### src/rtl/rdt_pkg.sv
// Shared types and constants for the register DSL tokenizer.
package rdt_pkg;
    localparam int POS_BITS = 20;
    localparam int LEN_BITS = 16;
    localparam logic [POS_BITS-1:0] POS_MAX = {POS_BITS{1'b1}};
    localparam logic [LEN_BITS-1:0] LEN_MAX = {LEN_BITS{1'b1}};

    typedef enum logic [2:0] {
        K_END = 3'd0, K_EQEQ = 3'd1, K_PUNCT = 3'd2, K_INT = 3'd3,
        K_KEYWORD = 3'd4, K_IDENT = 3'd5, K_ERROR = 3'd6, K_RSVD = 3'd7
    } t_kind;

    typedef enum logic [2:0] {
        M_IDLE, M_SLASH, M_COMMENT, M_EQ, M_DEC, M_HEX, M_IDENT, M_DISCARD
    } t_mode;

    localparam logic E_UNEXPECTED = 1'b0;
    localparam logic E_BAD_INT    = 1'b1;

    // one token
    typedef struct packed {
        t_kind               kind;
        logic [7:0]          punct_char;
        logic [63:0]         int_value;
        logic [2:0]          keyword_id;
        logic                error_code;
        logic [POS_BITS-1:0] start_line;
        logic [POS_BITS-1:0] start_col;
        logic [LEN_BITS-1:0] token_length;
    } t_tok;

    // up to three tokens caused by one byte
    typedef struct packed {
        logic [1:0] count;
        t_tok [2:0] tok;
    } t_group;

    // keyword lookup on first five bytes and length; returns id, hit flag in bit 3
    function automatic logic [3:0] kw_lookup(input logic [39:0] b, input logic [LEN_BITS-1:0] n);
        logic [3:0] r;
        r = 4'd0;
        if (n == LEN_BITS'(3) && b[23:0] == {"g","e","r"}) r = {1'b1, 3'd0};
        if (n == LEN_BITS'(5) && b == {"d","l","e","i","f"}) r = {1'b1, 3'd1};
        if (n == LEN_BITS'(5) && b == {"e","t","i","r","w"}) r = {1'b1, 3'd2};
        if (n == LEN_BITS'(4) && b[31:0] == {"l","l","o","p"}) r = {1'b1, 3'd3};
        if (n == LEN_BITS'(4) && b[31:0] == {"k","c","i","k"}) r = {1'b1, 3'd4};
        if (n == LEN_BITS'(2) && b[15:0] == {"o","r"}) r = {1'b1, 3'd5};
        if (n == LEN_BITS'(2) && b[15:0] == {"o","w"}) r = {1'b1, 3'd6};
        if (n == LEN_BITS'(2) && b[15:0] == {"w","r"}) r = {1'b1, 3'd7};
        return r;
    endfunction
endpackage

### src/rtl/rdt_scanner.sv
// Front end: per-byte scanner that produces the token group of each byte.
module rdt_scanner import rdt_pkg::*; (
    input  logic       i_clk,
    input  logic       i_rst_n,
    input  logic       i_valid,
    input  logic [7:0] i_ch,
    input  logic       i_last,
    output t_group     o_group
);
    t_mode               r_mode, n_mode;
    logic [63:0]         r_acc, n_acc;
    logic                r_ovf, n_ovf;
    logic [7:0]          r_dcnt, n_dcnt;
    logic [39:0]         r_wb, n_wb;
    logic [LEN_BITS-1:0] r_wlen, n_wlen;
    logic [POS_BITS-1:0] r_cl, n_cl, r_cc, n_cc, r_tl, n_tl, r_tc, n_tc;

    always_ff @(posedge i_clk) begin
        if (!i_rst_n) begin
            r_mode <= M_IDLE;
            r_acc <= '0; r_ovf <= 1'b0; r_dcnt <= '0; r_wb <= '0; r_wlen <= '0;
            r_cl <= POS_BITS'(1); r_cc <= POS_BITS'(1);
            r_tl <= POS_BITS'(1); r_tc <= POS_BITS'(1);
        end else if (i_valid) begin
            r_mode <= n_mode;
            r_acc <= n_acc; r_ovf <= n_ovf; r_dcnt <= n_dcnt; r_wb <= n_wb; r_wlen <= n_wlen;
            r_cl <= n_cl; r_cc <= n_cc; r_tl <= n_tl; r_tc <= n_tc;
        end
    end

    always_comb begin
        logic       fresh, is_dig, is_alp, is_hexl, is_pun, is_ws;
        logic [3:0] hv, dv, kw;
        logic [67:0] prod;
        t_tok       t;
        n_mode = r_mode; n_acc = r_acc; n_ovf = r_ovf; n_dcnt = r_dcnt;
        n_wb = r_wb; n_wlen = r_wlen; n_cl = r_cl; n_cc = r_cc; n_tl = r_tl; n_tc = r_tc;
        o_group = '0;
        fresh = 1'b0;
        is_dig = (i_ch >= "0") && (i_ch <= "9");
        is_alp = ((i_ch >= "a") && (i_ch <= "z")) || ((i_ch >= "A") && (i_ch <= "Z"));
        is_hexl = ((i_ch >= "a") && (i_ch <= "f")) || ((i_ch >= "A") && (i_ch <= "F"));
        is_pun = (i_ch == "@") || (i_ch == "{") || (i_ch == "}") || (i_ch == "[") ||
                 (i_ch == "]") || (i_ch == ".") || (i_ch == ",") || (i_ch == ":");
        is_ws = (i_ch == " ") || (i_ch == 8'h09) || (i_ch == 8'h0d) || (i_ch == 8'h0a);
        dv = i_ch[3:0];
        hv = is_dig ? i_ch[3:0] : 4'(i_ch[2:0] + 3'd1 + 4'd8);
        prod = 68'(r_acc) * 68'd10 + 68'(dv);
        t = '0;
        kw = kw_lookup(r_wb, r_wlen);

        case (r_mode)
            M_DISCARD: ;
            M_COMMENT: if (i_ch == 8'h0a) begin
                n_mode = M_IDLE; fresh = 1'b1;
            end
            M_SLASH: begin
                if (i_ch == "/") n_mode = M_COMMENT;
                else begin
                    t = '0; t.kind = K_ERROR; t.error_code = E_UNEXPECTED;
                    t.start_line = r_tl; t.start_col = r_tc;
                    o_group.tok[o_group.count] = t; o_group.count = o_group.count + 2'd1;
                    n_mode = M_DISCARD;
                end
            end
            M_EQ: begin
                t = '0; t.start_line = r_tl; t.start_col = r_tc;
                if (i_ch == "=") t.kind = K_EQEQ;
                else begin
                    t.kind = K_PUNCT; t.punct_char = "="; fresh = 1'b1;
                end
                o_group.tok[o_group.count] = t; o_group.count = o_group.count + 2'd1;
                n_mode = M_IDLE;
            end
            M_DEC: begin
                if (is_dig) begin
                    if (prod[67:64] != 4'd0) n_ovf = 1'b1;
                    n_acc = prod[63:0];
                    if (r_dcnt != 8'hff) n_dcnt = r_dcnt + 8'd1;
                end else if ((i_ch == "x" || i_ch == "X") && r_dcnt == 8'd1 && r_acc == '0) begin
                    n_dcnt = '0; n_mode = M_HEX;
                end else fresh = 1'b1;
            end
            M_HEX: begin
                if (is_dig || is_hexl) begin
                    if (r_acc[63:60] != 4'd0) n_ovf = 1'b1;
                    n_acc = {r_acc[59:0], hv};
                    if (r_dcnt != 8'hff) n_dcnt = r_dcnt + 8'd1;
                end else fresh = 1'b1;
            end
            M_IDENT: begin
                if (is_alp || is_dig || i_ch == "_") begin
                    if (r_wlen < LEN_BITS'(5)) n_wb = r_wb | (40'(i_ch) << {r_wlen[2:0], 3'b000});
                    if (r_wlen != LEN_MAX) n_wlen = r_wlen + LEN_BITS'(1);
                end else fresh = 1'b1;
            end
            default: begin
                n_mode = M_IDLE; fresh = 1'b1;
            end
        endcase

        // a literal or word ended by this byte (or the final byte) is flushed
        if (fresh && (r_mode == M_DEC || r_mode == M_HEX)) begin
            t = '0; t.start_line = r_tl; t.start_col = r_tc;
            if (r_ovf || r_dcnt == '0) begin
                t.kind = K_ERROR; t.error_code = E_BAD_INT; n_mode = M_DISCARD; fresh = 1'b0;
            end else begin
                t.kind = K_INT; t.int_value = r_acc; n_mode = M_IDLE;
            end
            o_group.tok[o_group.count] = t; o_group.count = o_group.count + 2'd1;
        end
        if (fresh && r_mode == M_IDENT) begin
            t = '0; t.start_line = r_tl; t.start_col = r_tc;
            if (kw[3]) begin t.kind = K_KEYWORD; t.keyword_id = kw[2:0]; end
            else begin t.kind = K_IDENT; t.token_length = r_wlen; end
            o_group.tok[o_group.count] = t; o_group.count = o_group.count + 2'd1;
            n_mode = M_IDLE;
        end

        if (fresh && !is_ws) begin
            n_tl = r_cl; n_tc = r_cc;
            if (i_ch == "#") n_mode = M_COMMENT;
            else if (i_ch == "/") n_mode = M_SLASH;
            else if (i_ch == "=") n_mode = M_EQ;
            else if (is_pun) begin
                t = '0; t.kind = K_PUNCT; t.punct_char = i_ch;
                t.start_line = r_cl; t.start_col = r_cc;
                o_group.tok[o_group.count] = t; o_group.count = o_group.count + 2'd1;
            end else if (is_dig) begin
                n_acc = 64'(dv); n_ovf = 1'b0; n_dcnt = 8'd1; n_mode = M_DEC;
            end else if (is_alp || i_ch == "_") begin
                n_wb = 40'(i_ch); n_wlen = LEN_BITS'(1); n_mode = M_IDENT;
            end else begin
                t = '0; t.kind = K_ERROR; t.error_code = E_UNEXPECTED;
                t.start_line = r_cl; t.start_col = r_cc;
                o_group.tok[o_group.count] = t; o_group.count = o_group.count + 2'd1;
                n_mode = M_DISCARD;
            end
        end

        if (i_ch == 8'h0a) begin
            if (r_cl != POS_MAX) n_cl = r_cl + POS_BITS'(1);
            n_cc = POS_BITS'(1);
        end else if (r_cc != POS_MAX) n_cc = r_cc + POS_BITS'(1);

        if (i_last) begin
            t = '0; t.start_line = n_tl; t.start_col = n_tc;
            case (n_mode)
                M_SLASH: begin
                    t.kind = K_ERROR; t.error_code = E_UNEXPECTED; n_mode = M_DISCARD;
                    o_group.tok[o_group.count] = t; o_group.count = o_group.count + 2'd1;
                end
                M_EQ: begin
                    t.kind = K_PUNCT; t.punct_char = "=";
                    o_group.tok[o_group.count] = t; o_group.count = o_group.count + 2'd1;
                end
                M_DEC, M_HEX: begin
                    if (n_ovf || n_dcnt == '0) begin
                        t.kind = K_ERROR; t.error_code = E_BAD_INT; n_mode = M_DISCARD;
                    end else begin
                        t.kind = K_INT; t.int_value = n_acc;
                    end
                    o_group.tok[o_group.count] = t; o_group.count = o_group.count + 2'd1;
                end
                M_IDENT: begin
                    kw = kw_lookup(n_wb, n_wlen);
                    if (kw[3]) begin t.kind = K_KEYWORD; t.keyword_id = kw[2:0]; end
                    else begin t.kind = K_IDENT; t.token_length = n_wlen; end
                    o_group.tok[o_group.count] = t; o_group.count = o_group.count + 2'd1;
                end
                default: ;
            endcase
            if (n_mode != M_DISCARD) begin
                t = '0; t.kind = K_END; t.start_line = n_cl; t.start_col = n_cc;
                o_group.tok[o_group.count] = t; o_group.count = o_group.count + 2'd1;
            end
            n_mode = M_IDLE; n_acc = '0; n_ovf = 1'b0; n_dcnt = '0; n_wb = '0; n_wlen = '0;
            n_cl = POS_BITS'(1); n_cc = POS_BITS'(1); n_tl = POS_BITS'(1); n_tc = POS_BITS'(1);
        end
    end
endmodule

### src/rtl/rdt_queue.sv
// Two-entry queue of token groups between scanner and emitter.
module rdt_queue import rdt_pkg::*; (
    input  logic   i_clk,
    input  logic   i_rst_n,
    input  logic   i_push,
    input  t_group i_data,
    output logic   o_full,
    output logic   o_empty,
    input  logic   i_pop,
    output t_group o_data
);
    t_group     r_mem [2];
    logic       r_wp, r_rp;
    logic [1:0] r_cnt;

    assign o_full  = (r_cnt == 2'd2);
    assign o_empty = (r_cnt == 2'd0);
    assign o_data  = r_mem[r_rp];

    always_ff @(posedge i_clk) begin
        if (i_push) r_mem[r_wp] <= i_data;
    end

    always_ff @(posedge i_clk) begin
        if (!i_rst_n) begin
            r_wp <= 1'b0; r_rp <= 1'b0; r_cnt <= 2'd0;
        end else begin
            if (i_push) r_wp <= ~r_wp;
            if (i_pop) r_rp <= ~r_rp;
            r_cnt <= r_cnt + {1'b0, i_push} - {1'b0, i_pop};
        end
    end
endmodule

### src/rtl/rdt_emitter.sv
// Back end: serializes a token group onto the output channel.
module rdt_emitter import rdt_pkg::*; (
    input  logic   i_clk,
    input  logic   i_rst_n,
    input  logic   i_empty,
    input  t_group i_group,
    output logic   o_pop,
    output logic   o_valid,
    input  logic   i_stall,
    output t_tok   o_tok,
    output logic   o_last
);
    logic [1:0] r_idx;
    logic       fire;

    assign o_valid = !i_empty;
    assign o_tok   = i_group.tok[r_idx];
    assign o_last  = (r_idx == i_group.count - 2'd1);
    assign fire    = o_valid && !i_stall;
    assign o_pop   = fire && o_last;

    always_ff @(posedge i_clk) begin
        if (!i_rst_n) r_idx <= 2'd0;
        else if (fire) r_idx <= o_last ? 2'd0 : r_idx + 2'd1;
    end
endmodule

### src/rtl/register_dsl_tokenizer.sv
// Top level of the register DSL tokenizer.
// Usage:
//  Input channel: one source byte per request on i_ch, with i_last_byte set
//  on the final byte of a source; accepted when i_valid is high and o_stall low.
//  Output channel: one token per request on the o_* fields; o_last_result marks
//  the last token caused by an input byte. Accepted when o_valid and !i_stall.
//  The scanner front end classifies a byte combinationally and writes the 0..3
//  tokens it causes as one group into a two-deep queue; bytes that cause no
//  token do not enter the queue. The emitter back end sends one token a cycle
//  while the receiver does not stall. Throughput: one byte per cycle while the
//  queue has room. The first token of a byte is shown once its group is
//  registered in the queue and the groups ahead of it have been sent.
//  Reset (synchronous, active low) returns to line 1, column 1, empties the queue.
//  When the receiver stalls the queue fills and o_stall rises; the shown token
//  holds until taken.
module register_dsl_tokenizer import rdt_pkg::*; (
    input  logic                i_clk,
    input  logic                i_rst_n,
    input  logic                i_valid,
    output logic                o_stall,
    input  logic [7:0]          i_ch,
    input  logic                i_last_byte,
    output logic                o_valid,
    input  logic                i_stall,
    output logic [2:0]          o_token_kind,
    output logic [7:0]          o_punct_char,
    output logic [63:0]         o_int_value,
    output logic [2:0]          o_keyword_id,
    output logic                o_error_code,
    output logic [POS_BITS-1:0] o_start_line,
    output logic [POS_BITS-1:0] o_start_col,
    output logic [LEN_BITS-1:0] o_token_length,
    output logic                o_last_result
);
    t_group grp, q_grp;
    logic   acc, full, empty, pop;
    t_tok   tok;

    assign o_stall = full;
    assign acc     = i_valid && !full;

    rdt_scanner u_scan (
        .i_clk(i_clk), .i_rst_n(i_rst_n), .i_valid(acc),
        .i_ch(i_ch), .i_last(i_last_byte), .o_group(grp)
    );

    rdt_queue u_q (
        .i_clk(i_clk), .i_rst_n(i_rst_n), .i_push(acc && grp.count != 2'd0),
        .i_data(grp), .o_full(full), .o_empty(empty), .i_pop(pop), .o_data(q_grp)
    );

    rdt_emitter u_emit (
        .i_clk(i_clk), .i_rst_n(i_rst_n), .i_empty(empty), .i_group(q_grp),
        .o_pop(pop), .o_valid(o_valid), .i_stall(i_stall), .o_tok(tok),
        .o_last(o_last_result)
    );

    assign o_token_kind   = tok.kind;
    assign o_punct_char   = tok.punct_char;
    assign o_int_value    = tok.int_value;
    assign o_keyword_id   = tok.keyword_id;
    assign o_error_code   = tok.error_code;
    assign o_start_line   = tok.start_line;
    assign o_start_col    = tok.start_col;
    assign o_token_length = tok.token_length;
endmodule

### config.mk
export PLATFORM = sky130hd
export DESIGN_NAME = register_dsl_tokenizer
export DESIGN_NICKNAME = d
export VERILOG_FILES = /design/src/rtl/rdt_pkg.sv /design/src/rtl/rdt_scanner.sv /design/src/rtl/rdt_queue.sv /design/src/rtl/rdt_emitter.sv /design/src/rtl/register_dsl_tokenizer.sv
export SDC_FILE = /design/constraint.sdc
export NUM_CORES = 2
export LEC_CHECK = 0
export BUFFER_PORTS_ARGS = -buffer_cell sky130_fd_sc_hd__buf_2
export CORE_MARGIN = 2
export CORE_UTILIZATION = 30
export DETAILED_ROUTE_END_ITERATION = 10
export HOLD_SLACK_MARGIN = 0.1
export PLACE_DENSITY = 0.55
export SLEW_MARGIN = 20
export SYNTH_ARGS = -nofsm -noshare
export SYNTH_HDL_FRONTEND = slang
export SYNTH_SLANG_ARGS = --single-unit
### constraint.sdc
create_clock -name i_clk -period 75.6 [get_ports i_clk]
set_input_delay 15.12 -clock i_clk [delete_from_list [all_inputs] [get_ports i_clk]]
set_output_delay 15.12 -clock i_clk [all_outputs]
set_load 0.005 [all_outputs]
==> metrics.txt <==
Initial Util=0.302; Primary FF master, synth=edfxtp_1; Mapped Cells=5579; initial antenna violation count=18; Num CTS Buffers=106; area occupied by multi-input gates=0.0279 mm²; Vias/cell=5.74; Syn Area/Cell=10.6 µm²; total power=2.13 mW; asr flop ratio synth=0; Layout Nets=5642; VDD IR max=0.0348 mV; Die Ht=448 µm; min-delay worst type=reg -> reg; # setup viols final=0; synth warn=0; WP data required=75.96 ns; largest net degree at the start of global routing=158; core area=0.195 mm²; CTS tree=done; num ports=151; die area=0.200 mm²; Least-Margin Pin Slew=1.27 ns; clock buffer depth=3; run status=completed; final worst slack=52.69 ns; critical path endpoint category=flip-flop; number of routed nets with antenna violations=0; gr usage total=0.199; Clock Latency Late Sink=0.77 ns; CTS H-tree lvls=3; first-pass GRT wire length=302000 µm; PD cells=32.3 mW/mm²; Seq/Total Area, Yosys=0.488; grt total ovfl=0; fmax=43.7 MHz; Fillers=19700; final WL=206000 µm; Detailed Route Iter0 Violations=5026; vias in the first global route=45200; gpl congestion=0.947; share of layout cells above drive strength 1=0.134; Tmin final=22.91 ns; Routed WL per cell=25.1 µm; first drt pass iteration count=6; # rows=162; Slew Limit Fails=0; Pleak=21.8 nW; cts repair resizes=0; EDFF count, synth=814; clock sinks=1033; Final HPWL DP=134000 µm; Hold WS=0.480 ns; hold_buf cts=0; Critical Path AT=23.27 ns; CP Class=in -> reg; setup slack at placement=52.12 ns; fin crit share=0.303; Max Cap Violations=0; Mapped Area=0.0591 mm²; Hold Vio Cnt, Final=0; Yosys reg bits=1033; synth unique cells=119; Worst slew margin=0.153; Die X=448 µm; post-CTS setup buffer count=0; via count=47100; Root Buffer=clkbuf_16; # port buffers=150; register area=0.0288 mm²; Worst Setup Start Kind=primary input; Clock Skew=0.0408 ns; worst-path fanout max=72; Layout area overhead=11.5%; RSZ-0062 raised after global routing=false; CTS clk-pin slew, worst paths=0.06 ns; DRC viols=0; setup TNS=0 ns
## sequential cells by signal, summed over array words and instances, names as in the netlist, named ones only
| signal | count |
|---|---|
| u_scan.r_mode | 3 |
| u_q.r_rp | 1 |
| u_scan.r_acc | 64 |
| u_scan.r_dcnt | 8 |
| u_scan.r_wlen | 16 |
| u_q.r_wp | 1 |
| u_scan.r_cc | 20 |
| u_scan.r_wb | 40 |
| u_emit.r_idx | 2 |
| u_scan.r_ovf | 1 |
| u_scan.r_tl | 20 |
| u_scan.r_cl | 20 |
| u_scan.r_tc | 20 |
| u_q.r_mem | 814 |
| u_q.r_cnt | 2 |
## per-stage QoR
step / std cells / util / cell area [µm²]
after floorplan: 5584 / - / 59100
after global placement: 7986 / 0.318 / 62200
after detailed placement: 7986 / 0.318 / 62200
after CTS: 8188 / 0.337 / 65800
after global routing: 8193 / 0.337 / 65800
final: 8195 / 0.337 / 65900
## cells in the mapped netlist (all sizes together) (14+ instances only)
library cell  count  area [µm²]
dfxtp           219        4380
xnor2            86         753
o22ai           184        1160
nand2b           25         156
and4             32         280
xor2             52         455
a211oi           22         210
or4              16         124
or3              32         200
nor4             46         309
nand3           147         746
nand4            76         475
or2              18         115
a21oi           278        1420
nor4b            14         123
mux2i           196        1960
nor2b           152         951
a21o             38         293
o221ai           55         482
mux4            135        3040
buf             125         622
nor2            412        1560
edfxtp          814       24400
o2bb2ai          22         193
o21ai           244        1340
inv             191         717
a22oi           295        2210
and3             91         569
mux2             35         394
nand2           510        1980
o211ai           48         365
a22o             43         377
clkbuf          333        1250
o21a             18         135
nor3             87         460
a31oi            21         153
and2             59         369
ha              155        1940
a221oi           14         129
a21boi           19         146
a32oi            51         447
## worst paths after layout
path | start | endpoint | slack (ns) | depth (start not counted)
setup / recovery | i_ch[1] | u_q.r_mem[1][106]$_DFFE_PP_ | 52.69 | 25
hold / removal | u_scan.r_wb[39]$_SDFFE_PN0P_ | u_scan.r_wb[39]$_SDFFE_PN0P_ | 0.48 | 1
setup reg to reg | u_scan.r_acc[9]$_SDFFE_PN0P_ | u_q.r_mem[1][106]$_DFFE_PP_ | 66.26 | 19
hold reg to reg | u_scan.r_wb[39]$_SDFFE_PN0P_ | u_scan.r_wb[39]$_SDFFE_PN0P_ | 0.48 | 1
## layer usage
layer | routed length (µm) | global-route usage | vias to the layer above
li1 | - | - | 21100
met1 | 91200 | 0.280 | 23600
met2 | 92600 | 0.308 | 2020
met3 | 16000 | 0.0330 | 311
met4 | 6090 | 0.0687 | 10
met5 | 67 | 0 | -
## layout by cell type (no fill, tap or decap), types with 24 or more instances in the layout
cell type,count
a21o_1,36
a21oi_1,270
a22o_1,43
a22oi_1,295
a32oi_1,51
and2_1,55
and3_1,91
and4_1,32
buf_2,148
buf_4,85
clkbuf_16,108
clkinv_2,26
dfxtp_1,216
edfxtp_1,814
ha_1,155
inv_1,191
mux2_2,35
mux2i_1,196
mux4_2,135
nand2_1,476
nand2_2,30
nand2b_1,24
nand3_1,145
nand4_1,76
nor2_1,404
nor2b_1,152
nor3_1,81
nor4_1,42
o211ai_1,47
o21ai_0,150
o21ai_1,58
o21ai_2,36
o221ai_1,55
o22ai_1,183
or3_1,29
xnor2_1,86
xor2_1,52
## kinds of logic after synthesis
group | share of synthesized area
buf+inv | 0.0438
other cells | 0.0000635
xor+xnor | 0.0205
fa+ha+maj | 0.0338
compound gates | 0.174
flops | 0.488
simple gates | 0.148
mux | 0.0913
## cell type report
type | count | share of cell area
antenna | 6 | 0.000228
clock buffer | 127 | 0.0429
clock inverter | 75 | 0.0125
inverter | 191 | 0.0109
multi-input combinational | 3902 | 0.423
sequential | 1033 | 0.438
tap | 2624 | 0.0499
timing repair buffer | 237 | 0.0223
## where the power goes
| part | internal (mW) | leakage (nW) | total, mW | switching [mW] |
|---|---|---|---|---|
| combinational | 0.235 | 10.5 | 0.740 | 0.505 |
| clock | 0.311 | 1.78 | 0.551 | 0.240 |
| sequential | 0.804 | 9.51 | 0.839 | 0.0353 |
## critical path: stages
cell	delay, ns
buf_2	0.46
inv_1	0.20
ha_1	0.31
nor4b_1	0.32
nor3b_1	0.14
o22ai_1	0.75
nand2_1	0.38
nor2_1	0.49
nand2_1	0.27
o21ai_0	0.25
inv_1	0.09
ha_1	0.30
mux2_2	0.31
ha_1	0.36
nand2_1	0.07
o21ai_0	0.15
ha_1	0.34
inv_1	0.08
a311oi_1	0.10
o221ai_1	0.12
o211a_1	0.28
o31ai_4	0.14
nor2_4	0.28
buf_4	0.80
buf_4	0.91
(Power assumes the default switching activity.)
